<file path="config.mk">
export PLATFORM = sky130hd
export DESIGN_NAME = piecewise_linear_color_map
export DESIGN_NICKNAME = d
export VERILOG_FILES = /design/src/sv/plcm_pkg.sv /design/src/sv/plcm_div.sv /design/src/sv/plcm_dp.sv /design/src/sv/plcm_ctrl.sv /design/src/sv/piecewise_linear_color_map.sv
export VERILOG_INCLUDE_DIRS = /design/src /design/src/sv
export SDC_FILE = /design/constraint.sdc
export NUM_CORES = 2
export LEC_CHECK = 0
export ABC_AREA = 0
export BUFFER_PORTS_ARGS = -buffer_cell sky130_fd_sc_hd__buf_2
export CAP_MARGIN = 30
export CORE_ASPECT_RATIO = 1.5
export CORE_MARGIN = 10
export CORE_UTILIZATION = 40
export DETAILED_ROUTE_END_ITERATION = 7
export GPL_ROUTABILITY_DRIVEN = 0
export GPL_TIMING_DRIVEN = 0
export HOLD_SLACK_MARGIN = 0.02
export SLEW_MARGIN = 20
export SYNTH_ARGS = -nofsm -noshare
export SYNTH_HDL_FRONTEND = slang
export SYNTH_SLANG_ARGS = --single-unit
</file>
<file path="constraint.sdc">
create_clock -name i_clk -period 20.4 [get_ports i_clk]
set_clock_uncertainty 0.2 [all_clocks]
set_input_delay 3.06 -clock i_clk [delete_from_list [all_inputs] [get_ports i_clk]]
set_output_delay 3.06 -clock i_clk [all_outputs]
set_load 0.05 [all_outputs]
</file>
<file path="src/sv/piecewise_linear_color_map_defines.svh">
// assertion macros used by the color map datapath
`ifndef PIECEWISE_LINEAR_COLOR_MAP_DEFINES_SVH
`define PIECEWISE_LINEAR_COLOR_MAP_DEFINES_SVH

// same-cycle implication, clocked on i_clk, off during reset
`define PLCM_ASSERT_IMPL(label, ante, cons, msg) \
    label: assert property (@(posedge i_clk) disable iff (!i_rst_n) (ante) |-> (cons)) \
        else $error(msg);

// next-cycle implication, clocked on i_clk, off during reset
`define PLCM_ASSERT_NEXT(label, ante, cons, msg) \
    label: assert property (@(posedge i_clk) disable iff (!i_rst_n) (ante) |=> (cons)) \
        else $error(msg);

`endif

</file>
<file path="src/sv/plcm_pkg.sv">
// types, constants and codes shared by the color map modules
`timescale 1ns / 1ps

package plcm_pkg;

    localparam int MAX_POINTS    = 16;
    localparam int SAMPLE_WIDTH  = 32;
    localparam int FRACTION_BITS = 16;

    localparam int POS_W     = FRACTION_BITS + 1;
    localparam int IDX_W     = $clog2(MAX_POINTS);
    localparam int CH_W      = 8;
    localparam int COLOR_W   = 3 * CH_W;
    localparam int NUM_W     = 5;
    localparam int PIDX_W    = 4;
    localparam int CFG_IDX_W = 3;
    localparam int CFG_W     = (SAMPLE_WIDTH > COLOR_W) ? SAMPLE_WIDTH : COLOR_W;
    localparam int DIV_W     = (SAMPLE_WIDTH > POS_W) ? SAMPLE_WIDTH : POS_W;
    localparam int DIV_STEPS = 2;
    localparam int DCNT_W    = $clog2(FRACTION_BITS + 1);
    localparam int PROD_W    = CH_W + POS_W;

    localparam logic [POS_W-1:0] ONE_POS = {1'b1, {FRACTION_BITS{1'b0}}};

    typedef enum logic {
        CMD_CONVERT = 1'b0,
        CMD_LOAD    = 1'b1
    } t_cmd_code;

    typedef enum logic [CFG_IDX_W-1:0] {
        CFG_VALUE_MIN     = 3'd0,
        CFG_VALUE_MAX     = 3'd1,
        CFG_NUM_COLORS    = 3'd2,
        CFG_USE_MASK      = 3'd3,
        CFG_INVALID_COLOR = 3'd4
    } t_cfg_reg;

    typedef struct packed {
        t_cmd_code                 cmd;
        logic [SAMPLE_WIDTH-1:0]   sample;
        logic                      mask_ok;
        logic [PIDX_W-1:0]         point_index;
        logic [POS_W-1:0]          point_position;
        logic [CH_W-1:0]           point_red;
        logic [CH_W-1:0]           point_green;
        logic [CH_W-1:0]           point_blue;
    } t_in_item;

    typedef struct packed {
        logic [CH_W-1:0] red;
        logic [CH_W-1:0] green;
        logic [CH_W-1:0] blue;
        logic            was_masked;
    } t_out_item;

    typedef struct packed {
        logic [POS_W-1:0]   pos;
        logic [COLOR_W-1:0] color;
    } t_point;

    typedef enum logic [3:0] {
        S_IDLE,
        S_NORM,
        S_NDIV,
        S_SRCH,
        S_CMP,
        S_RDL,
        S_FRAC,
        S_FDIV,
        S_BLEND
    } t_state;

    typedef struct packed {
        logic capture;
        logic load_point;
        logic norm;
        logic take_pos;
        logic srch_cmp;
        logic rd_right;
        logic rd_left;
        logic frac;
        logic take_frac;
        logic out_load;
    } t_dp_cmd;

    typedef struct packed {
        logic masked;
        logic norm_div;
        logic div_busy;
        logic srch_more;
        logic frac_div;
        logic out_free;
    } t_dp_stat;

endpackage

</file>
<file path="src/sv/plcm_div.sv">
// shared fraction divider, restoring, two quotient bits per cycle
`timescale 1ns / 1ps

module plcm_div import plcm_pkg::*; (
    input  logic                     i_clk,
    input  logic                     i_rst_n,
    input  logic                     i_start,
    input  logic [DIV_W-1:0]         i_num,
    input  logic [DIV_W-1:0]         i_den,
    output logic                     o_busy,
    output logic [FRACTION_BITS-1:0] o_quot
);

    logic [DCNT_W-1:0]        r_cnt;
    logic [DCNT_W-1:0]        n_cnt;
    logic [DIV_W-1:0]         r_rem;
    logic [DIV_W-1:0]         n_rem;
    logic [DIV_W-1:0]         r_den;
    logic [FRACTION_BITS-1:0] r_quot;
    logic [FRACTION_BITS-1:0] n_quot;
    logic [DIV_W:0]           w_shift;
    logic                     w_qbit;

    assign o_busy = (r_cnt != '0);
    assign o_quot = r_quot;

    // remainder stays below the divisor, so the shifted value fits one extra bit
    always_comb begin
        n_rem   = r_rem;
        n_quot  = r_quot;
        w_shift = '0;
        w_qbit  = 1'b0;
        for (int k = 0; k < DIV_STEPS; k++) begin
            if (DCNT_W'(k) < r_cnt) begin
                w_shift = {n_rem, 1'b0};
                if (w_shift >= {1'b0, r_den}) begin
                    w_shift = w_shift - {1'b0, r_den};
                    w_qbit  = 1'b1;
                end else begin
                    w_qbit  = 1'b0;
                end
                n_rem  = w_shift[DIV_W-1:0];
                n_quot = {n_quot[FRACTION_BITS-2:0], w_qbit};
            end
        end
        if (r_cnt >= DCNT_W'(DIV_STEPS)) begin
            n_cnt = r_cnt - DCNT_W'(DIV_STEPS);
        end else begin
            n_cnt = '0;
        end
    end

    always_ff @(posedge i_clk) begin
        if (!i_rst_n) begin
            r_cnt <= '0;
        end else if (i_start) begin
            r_cnt <= DCNT_W'(FRACTION_BITS);
        end else begin
            r_cnt <= n_cnt;
        end
    end

    always_ff @(posedge i_clk) begin
        if (i_start) begin
            r_rem  <= i_num;
            r_den  <= i_den;
            r_quot <= '0;
        end else if (o_busy) begin
            r_rem  <= n_rem;
            r_quot <= n_quot;
        end
    end

endmodule

</file>
<file path="src/sv/plcm_dp.sv">
// datapath: config registers, point table, search, divider and blend
`timescale 1ns / 1ps
`include "piecewise_linear_color_map_defines.svh"

module plcm_dp import plcm_pkg::*; (
    input  logic                 i_clk,
    input  logic                 i_rst_n,
    input  t_in_item             i_in,
    input  logic                 i_cfg_we,
    input  logic [CFG_IDX_W-1:0] i_cfg_index,
    input  logic [CFG_W-1:0]     i_cfg_data,
    input  t_dp_cmd              i_cmd,
    output t_dp_stat             o_stat,
    input  logic                 i_out_ready,
    output logic                 o_out_valid,
    output t_out_item            o_out
);

    function automatic logic [CH_W-1:0] f_blend(input logic [CH_W-1:0] a,
                                                 input logic [CH_W-1:0] b,
                                                 input logic [POS_W-1:0] f);
        logic [PROD_W-1:0] pa;
        logic [PROD_W-1:0] pb;
        logic [PROD_W:0]   acc;
        pa  = PROD_W'(a) * PROD_W'(ONE_POS - f);
        pb  = PROD_W'(b) * PROD_W'(f);
        acc = {1'b0, pa} + {1'b0, pb};
        return acc[FRACTION_BITS +: CH_W];
    endfunction

    // configuration
    logic [SAMPLE_WIDTH-1:0] r_value_min;
    logic [SAMPLE_WIDTH-1:0] r_value_max;
    logic [NUM_W-1:0]        r_num_colors;
    logic                    r_use_mask;
    logic [COLOR_W-1:0]      r_invalid_color;

    // point table
    t_point                  r_mem [MAX_POINTS];
    t_point                  r_rd;
    logic                    w_mem_we;
    logic [IDX_W-1:0]        w_wr_addr;
    logic [IDX_W-1:0]        w_rd_addr;
    t_point                  w_wr_point;

    // working registers
    logic [SAMPLE_WIDTH-1:0] r_sample;
    logic                    r_mask_ok;
    logic                    r_masked;
    logic [POS_W-1:0]        r_pos;
    logic [IDX_W-1:0]        r_lo;
    logic [IDX_W-1:0]        r_hi;
    logic [POS_W-1:0]        r_pr;
    logic [COLOR_W-1:0]      r_cr;
    logic [COLOR_W-1:0]      r_cl;
    logic [POS_W-1:0]        r_frac;
    logic                    r_out_valid;
    t_out_item               r_out;

    logic [SAMPLE_WIDTH-1:0] w_ks;
    logic [SAMPLE_WIDTH-1:0] w_kmin;
    logic [SAMPLE_WIDTH-1:0] w_kmax;
    logic                    w_masked;
    logic                    w_norm_zero;
    logic                    w_norm_one;
    logic [IDX_W-1:0]        w_hi_init;
    logic [IDX_W-1:0]        w_mid;
    logic [IDX_W-1:0]        w_right;
    logic [IDX_W-1:0]        w_left;
    logic [POS_W-1:0]        w_pl;
    logic                    w_frac_zero;
    logic                    w_frac_one;
    logic                    w_div_start;
    logic                    w_div_busy;
    logic [DIV_W-1:0]        w_div_num;
    logic [DIV_W-1:0]        w_div_den;
    logic [FRACTION_BITS-1:0] w_quot;
    logic                    w_out_free;

    // ---------------- configuration ----------------
    always_ff @(posedge i_clk) begin
        if (!i_rst_n) begin
            r_value_min     <= '0;
            r_value_max     <= SAMPLE_WIDTH'(1);
            r_num_colors    <= NUM_W'(2);
            r_use_mask      <= 1'b0;
            r_invalid_color <= '0;
        end else if (i_cfg_we) begin
            unique case (i_cfg_index)
                CFG_VALUE_MIN:     r_value_min     <= SAMPLE_WIDTH'(i_cfg_data);
                CFG_VALUE_MAX:     r_value_max     <= SAMPLE_WIDTH'(i_cfg_data);
                CFG_NUM_COLORS:    r_num_colors    <= NUM_W'(i_cfg_data);
                CFG_USE_MASK:      r_use_mask      <= i_cfg_data[0];
                CFG_INVALID_COLOR: r_invalid_color <= COLOR_W'(i_cfg_data);
                default: ;
            endcase
        end
    end

    // ---------------- point table ----------------
    assign w_mem_we   = i_cmd.load_point && (32'(i_in.point_index) < 32'(MAX_POINTS));
    assign w_wr_addr  = IDX_W'(i_in.point_index);
    assign w_wr_point.pos   = (i_in.point_position > ONE_POS) ? ONE_POS : i_in.point_position;
    assign w_wr_point.color = {i_in.point_red, i_in.point_green, i_in.point_blue};

    assign w_mid   = IDX_W'(({1'b0, r_lo} + {1'b0, r_hi}) >> 1);
    // first bin is used when the search lands on point zero
    assign w_right = (r_lo == '0) ? IDX_W'(1) : r_lo;
    assign w_left  = (r_lo == '0) ? '0 : (r_lo - IDX_W'(1));

    always_comb begin
        priority if (i_cmd.rd_right) begin
            w_rd_addr = w_right;
        end else if (i_cmd.rd_left) begin
            w_rd_addr = w_left;
        end else begin
            w_rd_addr = w_mid;
        end
    end

    always_ff @(posedge i_clk) begin
        if (w_mem_we) begin
            r_mem[w_wr_addr] <= w_wr_point;
        end
        r_rd <= r_mem[w_rd_addr];
    end

    // ---------------- normalization ----------------
    // offset binary keeps signed order under unsigned compare
    assign w_ks   = {~r_sample[SAMPLE_WIDTH-1],    r_sample[SAMPLE_WIDTH-2:0]};
    assign w_kmin = {~r_value_min[SAMPLE_WIDTH-1], r_value_min[SAMPLE_WIDTH-2:0]};
    assign w_kmax = {~r_value_max[SAMPLE_WIDTH-1], r_value_max[SAMPLE_WIDTH-2:0]};

    assign w_masked    = r_use_mask && !r_mask_ok;
    assign w_norm_zero = (w_kmax <= w_kmin) || (w_ks <= w_kmin);
    assign w_norm_one  = (w_ks >= w_kmax);

    always_comb begin
        if (r_num_colors < NUM_W'(2)) begin
            w_hi_init = IDX_W'(1);
        end else if (32'(r_num_colors) > 32'(MAX_POINTS)) begin
            w_hi_init = IDX_W'(MAX_POINTS - 1);
        end else begin
            w_hi_init = IDX_W'(r_num_colors - NUM_W'(1));
        end
    end

    // ---------------- bin fraction ----------------
    assign w_pl        = r_rd.pos;
    assign w_frac_zero = (r_pr <= w_pl) || (r_pos <= w_pl);
    assign w_frac_one  = (r_pos >= r_pr);

    // ---------------- shared divider ----------------
    assign w_div_start = (i_cmd.norm && o_stat.norm_div) || (i_cmd.frac && o_stat.frac_div);

    always_comb begin
        if (i_cmd.norm) begin
            w_div_num = DIV_W'(w_ks - w_kmin);
            w_div_den = DIV_W'(w_kmax - w_kmin);
        end else begin
            w_div_num = DIV_W'(r_pos - w_pl);
            w_div_den = DIV_W'(r_pr - w_pl);
        end
    end

    plcm_div u_div (
        .i_clk   (i_clk),
        .i_rst_n (i_rst_n),
        .i_start (w_div_start),
        .i_num   (w_div_num),
        .i_den   (w_div_den),
        .o_busy  (w_div_busy),
        .o_quot  (w_quot)
    );

    // ---------------- working registers ----------------
    always_ff @(posedge i_clk) begin
        if (i_cmd.capture) begin
            r_sample  <= i_in.sample;
            r_mask_ok <= i_in.mask_ok;
        end
        if (i_cmd.norm) begin
            r_masked <= w_masked;
            r_lo     <= '0;
            r_hi     <= w_hi_init;
            if (w_norm_zero) begin
                r_pos <= '0;
            end else if (w_norm_one) begin
                r_pos <= ONE_POS;
            end
        end
        if (i_cmd.take_pos) begin
            r_pos <= POS_W'(w_quot);
        end
        if (i_cmd.srch_cmp) begin
            if (r_pos > r_rd.pos) begin
                r_lo <= w_mid + IDX_W'(1);
            end else begin
                r_hi <= w_mid;
            end
        end
        if (i_cmd.rd_left) begin
            r_pr <= r_rd.pos;
            r_cr <= r_rd.color;
        end
        if (i_cmd.frac) begin
            r_cl <= r_rd.color;
            if (w_frac_zero) begin
                r_frac <= '0;
            end else if (w_frac_one) begin
                r_frac <= ONE_POS;
            end
        end
        if (i_cmd.take_frac) begin
            r_frac <= POS_W'(w_quot);
        end
    end

    // ---------------- output register ----------------
    assign w_out_free = !r_out_valid || i_out_ready;

    always_ff @(posedge i_clk) begin
        if (!i_rst_n) begin
            r_out_valid <= 1'b0;
        end else if (i_cmd.out_load) begin
            r_out_valid <= 1'b1;
        end else if (i_out_ready) begin
            r_out_valid <= 1'b0;
        end
    end

    always_ff @(posedge i_clk) begin
        if (i_cmd.out_load) begin
            if (r_masked) begin
                r_out.red   <= r_invalid_color[2*CH_W +: CH_W];
                r_out.green <= r_invalid_color[CH_W +: CH_W];
                r_out.blue  <= r_invalid_color[0 +: CH_W];
            end else begin
                r_out.red   <= f_blend(r_cl[2*CH_W +: CH_W], r_cr[2*CH_W +: CH_W], r_frac);
                r_out.green <= f_blend(r_cl[CH_W +: CH_W], r_cr[CH_W +: CH_W], r_frac);
                r_out.blue  <= f_blend(r_cl[0 +: CH_W], r_cr[0 +: CH_W], r_frac);
            end
            r_out.was_masked <= r_masked;
        end
    end

    assign o_out_valid = r_out_valid;
    assign o_out       = r_out;

    assign o_stat.masked    = w_masked;
    assign o_stat.norm_div  = !w_masked && !w_norm_zero && !w_norm_one;
    assign o_stat.div_busy  = w_div_busy;
    assign o_stat.srch_more = (r_lo < r_hi);
    assign o_stat.frac_div  = !w_frac_zero && !w_frac_one;
    assign o_stat.out_free  = w_out_free;

    `PLCM_ASSERT_IMPL(a_div_start_idle, w_div_start, !w_div_busy, "divider restarted while busy")
    `PLCM_ASSERT_IMPL(a_out_load_free, i_cmd.out_load, w_out_free, "result overwrote a pending beat")
    `PLCM_ASSERT_NEXT(a_search_bounds, i_cmd.srch_cmp, r_lo <= r_hi, "search bounds crossed")
    `PLCM_ASSERT_IMPL(a_frac_range, i_cmd.out_load && !r_masked, r_frac <= ONE_POS, "fraction above one")

endmodule

</file>
<file path="src/sv/plcm_ctrl.sv">
// controller state machine sequencing one beat through the datapath
`timescale 1ns / 1ps

module plcm_ctrl import plcm_pkg::*; (
    input  logic      i_clk,
    input  logic      i_rst_n,
    input  logic      i_in_valid,
    input  t_cmd_code i_in_cmd,
    output logic      o_in_ready,
    input  t_dp_stat  i_stat,
    output t_dp_cmd   o_cmd
);

    t_state r_state;
    t_state n_state;

    always_ff @(posedge i_clk) begin
        if (!i_rst_n) begin
            r_state <= S_IDLE;
        end else begin
            r_state <= n_state;
        end
    end

    always_comb begin
        n_state    = r_state;
        o_cmd      = '0;
        o_in_ready = 1'b0;
        unique case (r_state)
            S_IDLE: begin
                // no beat is taken while reset is held
                o_in_ready = i_rst_n;
                if (i_in_valid && i_rst_n) begin
                    if (i_in_cmd == CMD_LOAD) begin
                        o_cmd.load_point = 1'b1;
                    end else begin
                        o_cmd.capture = 1'b1;
                        n_state       = S_NORM;
                    end
                end
            end
            S_NORM: begin
                o_cmd.norm = 1'b1;
                priority if (i_stat.masked) begin
                    n_state = S_BLEND;
                end else if (i_stat.norm_div) begin
                    n_state = S_NDIV;
                end else begin
                    n_state = S_SRCH;
                end
            end
            S_NDIV: begin
                if (!i_stat.div_busy) begin
                    o_cmd.take_pos = 1'b1;
                    n_state        = S_SRCH;
                end
            end
            S_SRCH: begin
                // table read at the midpoint is in flight
                if (i_stat.srch_more) begin
                    n_state = S_CMP;
                end else begin
                    o_cmd.rd_right = 1'b1;
                    n_state        = S_RDL;
                end
            end
            S_CMP: begin
                o_cmd.srch_cmp = 1'b1;
                n_state        = S_SRCH;
            end
            S_RDL: begin
                o_cmd.rd_left = 1'b1;
                n_state       = S_FRAC;
            end
            S_FRAC: begin
                o_cmd.frac = 1'b1;
                if (i_stat.frac_div) begin
                    n_state = S_FDIV;
                end else begin
                    n_state = S_BLEND;
                end
            end
            S_FDIV: begin
                if (!i_stat.div_busy) begin
                    o_cmd.take_frac = 1'b1;
                    n_state         = S_BLEND;
                end
            end
            S_BLEND: begin
                if (i_stat.out_free) begin
                    o_cmd.out_load = 1'b1;
                    n_state        = S_IDLE;
                end
            end
            default: begin
                n_state = S_IDLE;
            end
        endcase
    end

endmodule

</file>
<file path="src/sv/piecewise_linear_color_map.sv">
// Piecewise-linear color map: turns signed samples into RGB through a table of up to
// 16 control points. A load beat (cmd 1) writes one point and gives no result; table
// slots read before they are written return garbage, so load every slot below
// num_colors first. A convert beat (cmd 0) normalizes the sample against
// value_min/value_max, binary-searches the table and blends the two neighboring colors,
// giving one result beat; a masked beat skips the search and gives the invalid color.
// Otherwise up to two runs of the shared two-bit-per-cycle divider and a search of up to
// four steps, each through S_SRCH and S_CMP on the single-read-port point table, set
// how long a convert takes. The next beat is taken as soon as the previous one reaches
// the output register, even if that result has not been taken yet. Write the
// configuration registers only while the block is idle.
`timescale 1ns / 1ps

module piecewise_linear_color_map import plcm_pkg::*; (
    input  logic                 i_clk,
    input  logic                 i_rst_n,
    input  logic                 i_in_valid,
    output logic                 o_in_ready,
    input  t_in_item             i_in,
    output logic                 o_out_valid,
    input  logic                 i_out_ready,
    output t_out_item            o_out,
    input  logic                 i_cfg_we,
    input  logic [CFG_IDX_W-1:0] i_cfg_index,
    input  logic [CFG_W-1:0]     i_cfg_data
);

    t_dp_cmd  w_cmd;
    t_dp_stat w_stat;

    plcm_ctrl u_ctrl (
        .i_clk      (i_clk),
        .i_rst_n    (i_rst_n),
        .i_in_valid (i_in_valid),
        .i_in_cmd   (i_in.cmd),
        .o_in_ready (o_in_ready),
        .i_stat     (w_stat),
        .o_cmd      (w_cmd)
    );

    plcm_dp u_dp (
        .i_clk       (i_clk),
        .i_rst_n     (i_rst_n),
        .i_in        (i_in),
        .i_cfg_we    (i_cfg_we),
        .i_cfg_index (i_cfg_index),
        .i_cfg_data  (i_cfg_data),
        .i_cmd       (w_cmd),
        .o_stat      (w_stat),
        .i_out_ready (i_out_ready),
        .o_out_valid (o_out_valid),
        .o_out       (o_out)
    );

endmodule

</file>
==> results <==
- The number of flops mapped to enable cells by yosys is 876.
- In this run the post-CTS setup repair buffer count came out at 0.
- The share of the synthesized area in compound gates (AO/OA/AOI/OAI) was 0.07368.
- The worst setup path is of the register to register kind.
- The post-synthesis adder-cell area fraction is 0.2490.
- Summed over all nets, the half-perimeter wirelength after detailed placement is 185.8 mm.
- In this run, placement finished with an instance count of 9684.
- The run finished with clean final reports.
- Synthesis instantiated 89 different standard cells from the library.
- The number of clock buffers added by TritonCTS is 103.
- After synthesis, the largest family of logic cells by area is adder cells.
- The worst relative slew slack is 0.2756.
- From synthesis to final layout, the design area changed by 11.30%.
- The combined area of all synthesized cells is 0.07664 mm².
- In this run the count of I/O pins placed on the die edge is 146.
- The maximum buffer depth of the clock tree is 3.
- The post-synthesis net count is 8212.
- Entering global routing, the biggest net connects 42 pins.
- The required time of the critical path is 20710 ps.
- Of the total synthesized cell area, the portion taken by AND, OR, NAND and NOR gates is 0.1151.
- The number of core rows is 196.
- Of the cells placed in the final design, the portion with a size suffix greater than 1 is 0.07164.
- The clock period could shrink to 11070 ps.
- With fillers left out, the area of the finished cells amounts to 0.08530 mm².
- The area after detailed placement is 0.08165 mm².
- The terminus of the critical flop-to-flop path is u_dp.o_out[16].
- The first-pass GRT wire length is 350.4 mm.
- The aggregate global routing overflow is 0.
- The per-cell via count in the routed design is 5.403.
- For the final routed database, the setup TNS stands at 0 ps.
- The cell type with the highest occurrence count on the critical path is sky130_fd_sc_hd__fa_1.
- The global-route usage over all layers is 0.2223.
- The total of max-cap violations is 0.
- The power per cell area is 101.6 mW/mm².
- The portion of synthesized area spent on multiplexers is 0.08374.
- After synthesis, the share of flip-flops with an asynchronous set or reset is 0.
- For this run, the number of Yosys warnings is 0.
- The worst setup path is captured at a register.
- Of the total synthesized cell area, the portion taken by XOR and XNOR cells is 0.02457.
- For this configuration, the core starts out at a cell density of 0.4027.
- The highest clock frequency the design can meet is 90.32 MHz.
- The most critical setup path has its endpoint at u_dp.o_out[16].
- The cell with the biggest individual delay on the critical path is sky130_fd_sc_hd__clkbuf_1.
- The flop-to-flop setup slack is 9330 ps.
- The root buffer cell chosen for the clock tree is sky130_fd_sc_hd__clkbuf_16.
- The register area share after synthesis is 0.3876.
- The average wire per standard cell is 23.81 µm.
- After synthesis the netlist holds a flip-flop and latch count of 1046.
- The worst endpoint data arrival time is 11380 ps.
- The CTS tree is done.
- The number of hold violations in the final report came to 0.
- Wires add up to 235.6 mm.
- During placement, the flow inserted port buffers numbering 145.
- The final layout contains 8542 nets.
- The average instance area after synthesis is 10.96 µm².
- The largest fanout of any net on the critical path is 10.
- The critical path startpoint category is a register.
- In this run the horizontal extent of the chip is 377.4 µm.
- The worst reg2reg path depth is 30.
- The initial antenna violation count is 19.
- For this design, the CTS-stage hold fixing added 0 buffers.
- The initial DRC count is 3466.
- The number of clock sinks seen by CTS is 1046.
- The final clock period utilization by the worst path is 0.5428.
- The final setup violation count is 0.
- Post-CTS repair changed the size of 0 cells.
- The fraction of the core area covered by cells at the end of the flow is 0.4482.
- Power comes to 8.668 mW.
- The total leakage power is 35.62 nW.
- In this design, the stage delay of the slowest critical-path cell is 860 ps.
- The area of the core region is 0.1903 mm².
- Setup repair after global routing left no endpoint under its margin.
- VDD sags by at most 0.0001242 V.
- The primary flip-flop cell chosen by synthesis mapping is sky130_fd_sc_hd__edfxtp_1.
- The path category of the worst min-delay check is register to register.
- The actual slew at the worst max-slew pin is 1056 ps.
- In the layout the commonest cells are sky130_fd_sc_hd__inv_1, sky130_fd_sc_hd__edfxtp_1, sky130_fd_sc_hd__nand2_1.
- The clock reaches the later pin of the worst-skew pair after 780 ps.
- The leading cell type in the layout, fill and taps excluded is sky130_fd_sc_hd__inv_1.
- After detailed routing, the number of remaining DRC violations is 0.
- The post-synthesis cell count is 6993.
- Excluding fillers, the count of instances in the completed layout stands at 9892.
- The final-report max-slew violation count was 0.
- The via count of the first global-routing pass is 57350.
- The timing startpoint of the critical path is u_dp.r_frac[0].
- In this run the remaining antenna-violating nets after routing total 0.
- The die area is 0.2099 mm².
- The count of vias placed by the detailed router is 53450.
- The die is 556.1 µm tall.
- The clock tree synthesis step divided the H-tree into 3 levels.
- The clock edge transition at the registers on the reported setup and hold paths is 60 ps.
- The worst register-to-register path begins at u_dp.r_frac[0].
- The first-pass iteration count of the detailed router is 5.
## cells in the mapped netlist, types with 60 or more instances
cell type,number,area share
sky130_fd_sc_hd__a21o_1,73,0.0072
sky130_fd_sc_hd__clkbuf_1,227,0.011
sky130_fd_sc_hd__buf_2,60,0.0039
sky130_fd_sc_hd__dfxtp_1,170,0.044
sky130_fd_sc_hd__nand2_1,810,0.040
sky130_fd_sc_hd__xor2_1,75,0.0086
sky130_fd_sc_hd__a21boi_0,95,0.0093
sky130_fd_sc_hd__inv_1,1000,0.049
sky130_fd_sc_hd__xnor2_1,140,0.016
sky130_fd_sc_hd__and2_1,474,0.039
sky130_fd_sc_hd__a21oi_1,218,0.014
sky130_fd_sc_hd__mux2i_1,634,0.083
sky130_fd_sc_hd__nor2_1,187,0.0092
sky130_fd_sc_hd__fa_1,709,0.19
sky130_fd_sc_hd__ha_1,391,0.064
sky130_fd_sc_hd__o21ai_0,148,0.0097
sky130_fd_sc_hd__edfxtp_1,876,0.34
## flip-flops by register name, indices dropped and copies added (netlist names), 4 cells and up
| signal | count |
|---|---|
| u_dp.r_invalid_color | 24 |
| u_dp.r_frac | 17 |
| u_dp.r_sample | 32 |
| u_dp.r_pr | 17 |
| u_dp.r_value_max | 32 |
| u_dp.r_pos | 17 |
| u_dp.u_div.r_den | 32 |
| u_dp.r_cr | 24 |
| u_dp.w_pl | 17 |
| u_dp.u_div.r_rem | 32 |
| u_dp.r_mem | 656 |
| u_dp.r_hi | 4 |
| u_dp.u_div.r_cnt | 4 |
| u_dp.r_cl | 24 |
| u_dp.r_value_min | 32 |
| u_dp.r_lo | 4 |
| u_dp.r_num_colors | 5 |
| u_dp.r_rd | 24 |
| u_dp.o_out | 25 |
| u_dp.u_div.o_quot | 16 |
| u_ctrl.r_state | 4 |
## per-layer routing
layer / global-route usage / part of all wire
met4: 0.1467 / 0.076
met5: 0 / 0.00010
met3: 0.02918 / 0.046
met2: 0.4022 / 0.51
met1: 0.2409 / 0.36
## critical path, delay by kind of cell, from the launching register on
family | cells | cell delay, ps
flops | 1 | 520
compound gates | 8 | 2150
simple gates | 4 | 680
fa+ha+maj | 8 | 3660
buf+inv | 7 | 2350
xor+xnor | 2 | 980
mux | 1 | 280
## logic make-up (layout without fill, tap and decap cells)
kind of cell,Yosys count,after routing
AO/OA/AOI/OAI,855,855
XOR/XNOR,215,215
adder cells (fa/ha/maj),1100,1100
buffers and inverters,1319,1738
flip-flops,1046,1046
multiplexers,640,640
other,0,5
AND/OR/NAND/NOR,1818,1818
## cell type report
cell class,instances,area [µm²]
Antenna cell,5,12.51
Buffer,318,1315
Clock buffer,135,2799
Clock inverter,59,738.2
Fill cell,17900,105000
Inverter,1001,3762
Multi-Input combinational cell,4628,42010
Sequential cell,1046,29710
Tap cell,2475,3097
Timing Repair Buffer,225,1856
## worst min path at each step
stage                  startpoint            end  slack (ps)  cells past startpoint
finish               u_dp.w_pl[4]   u_dp.r_pr[4]         220                      0
global route         u_dp.w_pl[4]   u_dp.r_pr[4]         220                      0
CTS                  u_dp.w_pl[4]   u_dp.r_pr[4]         230                      0
detailed placement  u_dp.r_rd[17]  u_dp.r_cl[17]         210                      0
global placement     u_dp.r_rd[9]   u_dp.r_cl[9]         210                      0
floorplan            u_dp.r_rd[0]   u_dp.r_cl[0]         200                      0
## metrics by stage
stage,setup WS [ps],hold WS [ps]
finish,9328,219.0
global route,9003,223.5
CTS,9310,225.3
detailed placement,9342,212.4
global placement,8834,209.1
floorplan,12620,203.7
## power by group
group          internal [mW]  leakage (nW)  switching (mW)
registers               2.54          9.32           0.123
clock network           1.10          1.71           0.884
logic                   1.51          24.6            2.51
total                   5.15          35.6            3.52
(Power assumes the default switching activity.)
